[config.mk]
export PLATFORM = sky130hd
export DESIGN_NAME = fcc_lba
export DESIGN_NICKNAME = d
export VERILOG_FILES = /design/src/hdl/fcc_pkg.sv /design/src/hdl/fcc_lba.sv
export SDC_FILE = /design/constraint.sdc
export NUM_CORES = 1
export LEC_CHECK = 0
export BUFFER_PORTS_ARGS = -buffer_cell sky130_fd_sc_hd__buf_2
export CORE_MARGIN = 8
export CORE_UTILIZATION = 30
export DETAILED_ROUTE_END_ITERATION = 8
export GPL_TIMING_DRIVEN = 0
export HOLD_SLACK_MARGIN = 0.05
export SYNTH_ARGS = -nofsm -noshare
export SYNTH_HDL_FRONTEND = slang
export SYNTH_SLANG_ARGS = --single-unit
[constraint.sdc]
create_clock -name clk -period 6.35 [get_ports clk]
set_clock_uncertainty 0.05 [all_clocks]
set_input_delay 0.635 -clock clk [delete_from_list [all_inputs] [get_ports clk]]
set_output_delay 0.635 -clock clk [all_outputs]
set_load 0.01 [all_outputs]
[src/hdl/fcc_pkg.sv]
package fcc_pkg;

    // Allocation table size in bytes; a power of two from 512 to 8192.
    localparam int TABLE_BYTES = 8192;

    localparam int ADDR_W     = 13;
    localparam int CLUSTER_W  = 12;
    localparam int IDX_W      = CLUSTER_W + 1;
    localparam int BANK_DEPTH = TABLE_BYTES / 2;
    localparam int BANK_AW    = $clog2(BANK_DEPTH);
    localparam int SPC_W      = 8;
    localparam int START_W    = 16;
    localparam int PROD_W     = CLUSTER_W + SPC_W;
    localparam int LBA_W      = 20;
    localparam int CFG_DATA_W = 16;

    localparam logic [ADDR_W:0]      TABLE_BYTES_W = (ADDR_W + 1)'(TABLE_BYTES);
    localparam logic [CLUSTER_W-1:0] ENTRY_MASK    = 12'hFFF;
    localparam logic [CLUSTER_W-1:0] END_MARK      = 12'hFF8;
    localparam logic [CLUSTER_W-1:0] FIRST_CLUSTER = 12'd2;
    localparam logic [LBA_W-1:0]     LBA_MAX       = 20'hFFFFF;

    localparam logic MODE_WRITE  = 1'b0;
    localparam logic MODE_LOOKUP = 1'b1;

    localparam logic CFG_DATA_START  = 1'b0;
    localparam logic CFG_SECTORS_PER = 1'b1;

    // Request towards the table banks: one byte write and one entry read.
    typedef struct packed {
        logic              wr_en;
        logic [ADDR_W-1:0] wr_addr;
        logic [7:0]        wr_data;
        logic              rd_en;
        logic [IDX_W-1:0]  rd_idx;
    } fcc_req_t;

endpackage

[src/hdl/fcc_lba.sv]
module fcc_lba
    import fcc_pkg::*;
(
    input  logic                 clk,
    input  logic [CLUSTER_W-1:0] cluster_off,
    input  logic [SPC_W-1:0]     sectors_per,
    input  logic [START_W-1:0]   data_start,
    input  logic                 clear,
    output logic [LBA_W-1:0]     sector_lba
);

    logic [PROD_W-1:0]  prod_reg;
    logic [LBA_W-1:0]   lba_reg;
    logic [LBA_W-1:0]   lba_next;
    logic [PROD_W:0]    sum;

    assign sum = {1'b0, prod_reg} + (PROD_W + 1)'(data_start);

    always_comb
    begin
        if (clear)
        begin
            lba_next = '0;
        end
        else if (sum > (PROD_W + 1)'(LBA_MAX))
        begin
            lba_next = LBA_MAX;
        end
        else
        begin
            lba_next = LBA_W'(sum);
        end
    end

    always_ff @(posedge clk)
    begin
        prod_reg <= PROD_W'(cluster_off) * PROD_W'(sectors_per);
        lba_reg  <= lba_next;
    end

    assign sector_lba = lba_reg;

endmodule

======== Word level (Yosys, flattened, before mapping) ========
Index checks and enable logic that the tools add are counted.
storage, ports and cells
  flip-flop bits (word level) ............. 40
  input port bits ......................... 38
  output and inout bits ................... 20
  word-level logic and storage cells ...... 6
cells by class
  add/subtract/negate cells ............... 1
  multiply operators ...................... 1
  $lt $le $gt $ge ......................... 1
  multiplexer cells ....................... 1
operator list
  kind                  count
  $add 20x16->21        1
  $gt 21x20->1 const B  1
  $mul 12x8->20         1
  $mux 20               1

======== Longest topological paths before layout ========
  word-level depth ........................ 3
  gate-level depth with buffers ........... 19
  mapped depth without buffers ............ 18

======== Least setup slack after synthesis ========
OpenSTA, ideal clock, no wires.
  kind .................................... input to register
  from .................................... input sectors_per[7]
  to ...................................... register prod_reg[17]
  library setup time ...................... 0.072 ns
  arrival ................................. 4.783 ns
  required time ........................... 6.228 ns
  slack ................................... 1.445 ns
  stages .................................. 17
  buffers on the path ..................... 1
  path through ............................ clkbuf_1 nand2_1 fa_1 fa_1 inv_1 fa_1 inv_1 fa_1 inv_1 ha_1 o21ai_1 a21oi_1 o41a_1 a31oi_1 o21bai_1 a21oi_1 xnor2_1
on the way
  longest elaborated chain between the ends .. 1
ends and longest elaborated chain
  what                  RTL line       RTL
  start, declared       fcc_lba.sv:6   input logic [SPC_W-1:0] sectors_per,
  $mul 12x8->20         fcc_lba.sv:37  prod_reg <= PROD_W'(cluster_off) * PROD_W'(sectors_per);
  end signal, assigned  fcc_lba.sv:37
  end, declared         fcc_lba.sv:12  logic [PROD_W-1:0] prod_reg;
Every way passes these cells.
A chain may end at the register's enable or synchronous reset.

======== Worst setup path in the final report ========
  from .................................... input sectors_per[6]
  to ...................................... register prod_reg[19]
Same word-level chain as after synthesis.

==> results.json <==
{
  "grtUsageTotal_pct": 10.2,
  "cp_data_arrival_time_ns": 5.32,
  "area_of_the_multi_input_gates_um2": 3580,
  "grt_overflow_total": 0,
  "synthToLayoutAreaGrowth_pct": 14.7,
  "timing.critical_path.slowest_stage_cell": "fa_1",
  "cts_root_buf": "clkbuf_16",
  "postRouteAntennaNets": 0,
  "p_clk_share_pct": 12.1,
  "total_leakage_power_uw": 0.00273,
  "timing.critical_path.buf_inv": 5,
  "grt_antenna_before_repair": 0,
  "buffer_ports.inserted": 56,
  "cts.repair_timing.setup_buffer_count": 0,
  "core_region_area_um2": 15700,
  "hpwl_mm": 8.63,
  "path_class": "input port to flop",
  "timing.final.hold_violations": 0,
  "worst-slew-pin-transition_ns": 0.538,
  "max-slew-margin-rel_pct": 64.2,
  "grt_setup_unrepaired": "no",
  "detail_route.wirelength_mm": 10.2,
  "htreeDepth": 2,
  "drcViolationCount": 0,
  "n_antenna_cell": 0,
  "cts_sinks": 40,
  "drv_cap": 0,
  "yosysWarnings": 0,
  "post_cts_resize_count": 0,
  "fill_cells": 1632,
  "final_area_um2": 5450,
  "synth_area_per_cell_um2": 9.18,
  "insertion_delay_ns": 0.28,
  "first_pass_iters": 4,
  "combinationalPowerShare_pct": 68.2,
  "floorplan.die_area_um2": 20100,
  "status": "completed",
  "worst_ir_drop_vdd_mv": 0.146,
  "place_inst": 790,
  "final_cells": 798,
  "setup_tns_ns": 0,
  "via_count": 3495,
  "final.period_utilization_pct": 81.4,
  "tritoncts.num_buffers": 5,
  "post_dp_cell_area_um2": 5300,
  "largest_stage_delay_on_the_critical_path_ns": 0.56,
  "grt_max_degree": 12,
  "post_route_cells_drive_above_1_share_pct": 12.5,
  "grt_pass1_vias": 3468,
  "die_width_um": 142,
  "ff_latch_area_um2": 801,
  "power.switching_uw": 871,
  "bufs_on_longest_clock_path": 2,
  "clock_tree_from_tritoncts": "yes",
  "io_pins": 58,
  "setup_slack_ns": 1.18,
  "drtIter0Drc": 161,
  "crit_required_ns": 6.50,
  "place.gp.congestion": 0.828,
  "grt_pass1_wl_mm": 17.1,
  "postCtsHoldBufs": 0,
  "ys_async_sr_fraction_pct": 0,
  "synth_area_um2": 4750,
  "setup-violations-final": 0,
  "power.switching_fraction_pct": 43.1,
  "timing.hold.worst.class": "flop to flop",
  "post_synth_inst_count": 518,
  "preCtsSetupSlack_ns": 0.867,
  "yosys_register_bits": 40,
  "synth-edff-count": 0,
  "p_seq_share_pct": 19.7,
  "viasPerCell": 4.38,
  "timing.critical_path.fanout_max": 10,
  "final_period_minus_worst_setup_slack_ns": 5.17,
  "routed_wire_length_per_instance_um": 12.8,
  "critical_path.startpoint_type": "input port",
  "internal_power_uw": 1150,
  "dominantRegCellSynth": "dfxtp_1",
  "max_freq_mhz": 194,
  "drv_slew": 0,
  "clk_pin_slew_ns": 0.05,
  "power_dens_cells_nw_per_um2": 371,
  "fp-row-count": 46,
  "critical_path_cell_sequence": "buf_2 -> clkbuf_1 -> nand2_1 -> fa_1 -> fa_1 -> inv_1 -> fa_1 -> inv_1 -> fa_1 -> inv_1 -> ha_1 -> o21ai_1 -> a21oi_1 -> o41a_1 -> a31oi_1 -> o21ai_1 -> a21oi_1 -> xnor2_1",
  "yosys.cell_types.count": 50,
  "final_nets": 736,
  "cp_top_family": "adder cells",
  "synth_sequential_area_ratio_pct": 16.8,
  "worst_path_most_repeated_cell": "fa_1",
  "initial_core_util_pct": 30.3,
  "synth_nets": 673,
  "critical_path.endpoint_type": "flop",
  "die-height_um": 142
}
[power groups by stage]
| stage | registers (uW) | logic, uW | clock network (uW) |
|---|---|---|---|
| after global routing | 407 | 1580 | 259 |
| after CTS | 399 | 1390 | 252 |
| after floorplan | 422 | 1080 | 0 |
| after detailed placement | 404 | 1380 | 0 |
| final | 397 | 1380 | 245 |
| after global placement | 401 | 1370 | 0 |
[tightest hold or removal path: cells and delay by family (launching register included)]
kind / cells / cell delay, ns
AO/OA/AOI/OAI: 1 / 0.07
flip-flops: 1 / 0.37
AND/OR/NAND/NOR: 1 / 0.09
[final timing paths]
path / endpoint / cells past startpoint / slack, ns / start
max: prod_reg[19]$_DFF_P_ / 18 / 1.18 / sectors_per[6]
min: sector_lba[18]$_SDFF_PP0_ / 2 / 0.52 / prod_reg[18]$_DFF_P_
max reg2reg: sector_lba[18]$_SDFF_PP0_ / 11 / 3.65 / prod_reg[0]$_DFF_P_
min reg2reg: sector_lba[18]$_SDFF_PP0_ / 2 / 0.52 / prod_reg[18]$_DFF_P_
[kinds of logic (layout without fill, tap and decap cells)]
logic type	after synthesis	after routing	synth area share, %
xor gates and xnor gates	28	28	5.16
DFF	40	40	16.8
AOI/OAI and AO/OA	92	92	13.5
and+or+nand+nor	144	144	16.3
adders and majority gates	117	117	40.4
buffers and inverters	97	161	7.74
[routing by layer]
| layer | track usage, % | vias up | wire length (um) |
|---|---|---|---|
| li1 | - | 1794 | - |
| met1 | 14.8 | 1630 | 5380 |
| met2 | 15.6 | 66 | 4290 |
| met3 | 1.41 | 5 | 421 |
| met4 | 2.20 | 0 | 91 |
| met5 | 0 | - | 0 |
[layout make-up]
cell class / count / share of cell area, %
tap: 216 / 4.96
multi-input combinational: 381 / 65.8
clock buffer: 8 / 2.69
sequential: 40 / 14.7
buffer: 12 / 0.895
timing repair buffer: 56 / 5.14
inverter: 85 / 5.85
[synth_stat cells, types with 2 or more instances]
master    count  area [um2]
a211oi_1      3        22.5
a21o_1       13        97.6
a21oi_1      37         185
a31oi_1       3        18.8
and2_1       63         394
and3_1        3        18.8
clkbuf_1     11        41.3
dfxtp_1      40         801
fa_1         61        1220
ha_1         56         701
inv_1        85         319
nand2_1      37         139
nand2b_1      6        37.5
nand3_1       4        20.0
nor2_1       17        63.8
nor2b_1       2        12.5
nor3_1        3        15.0
nor3_2        2        20.0
o211ai_1      3        22.5
o21a_1        3        22.5
o21ai_0       2        10.0
o21ai_1       8        40.0
o21bai_1      3        22.5
xnor2_1      17         149
xor2_1       11        96.3
[layout by cell type, fill, tap and decap left out, types with 2 or more instances in the layout]
| cell type | count |
|---|---|
| clkbuf_16 | 5 |
| a211oi_1 | 3 |
| a21o_1 | 13 |
| xnor2_1 | 17 |
| fa_1 | 61 |
| nand3_1 | 4 |
| xor2_1 | 11 |
| a31oi_1 | 3 |
| nor3_2 | 2 |
| nand2_1 | 37 |
| and2_1 | 63 |
| nor2b_1 | 2 |
| o21bai_1 | 3 |
| ha_1 | 56 |
| inv_1 | 85 |
| nor2_1 | 17 |
| nor3_1 | 3 |
| o21a_1 | 3 |
| clkbuf_1 | 13 |
| a21oi_1 | 37 |
| and3_1 | 3 |
| o21ai_1 | 8 |
| o21ai_0 | 2 |
| dfxtp_1 | 40 |
| o211ai_1 | 3 |
| nand2b_1 | 6 |
| buf_2 | 56 |
[metrics by stage]
step	hold WS, ns	utilization, %	power, uW
floorplan	0.455	-	1500
global placement	0.499	33.8	1770
detailed placement	0.511	33.8	1780
CTS	0.523	34.7	2040
global route	0.568	34.7	2250
finish	0.518	34.7	2020
Power figures use the tool's default switching activity.
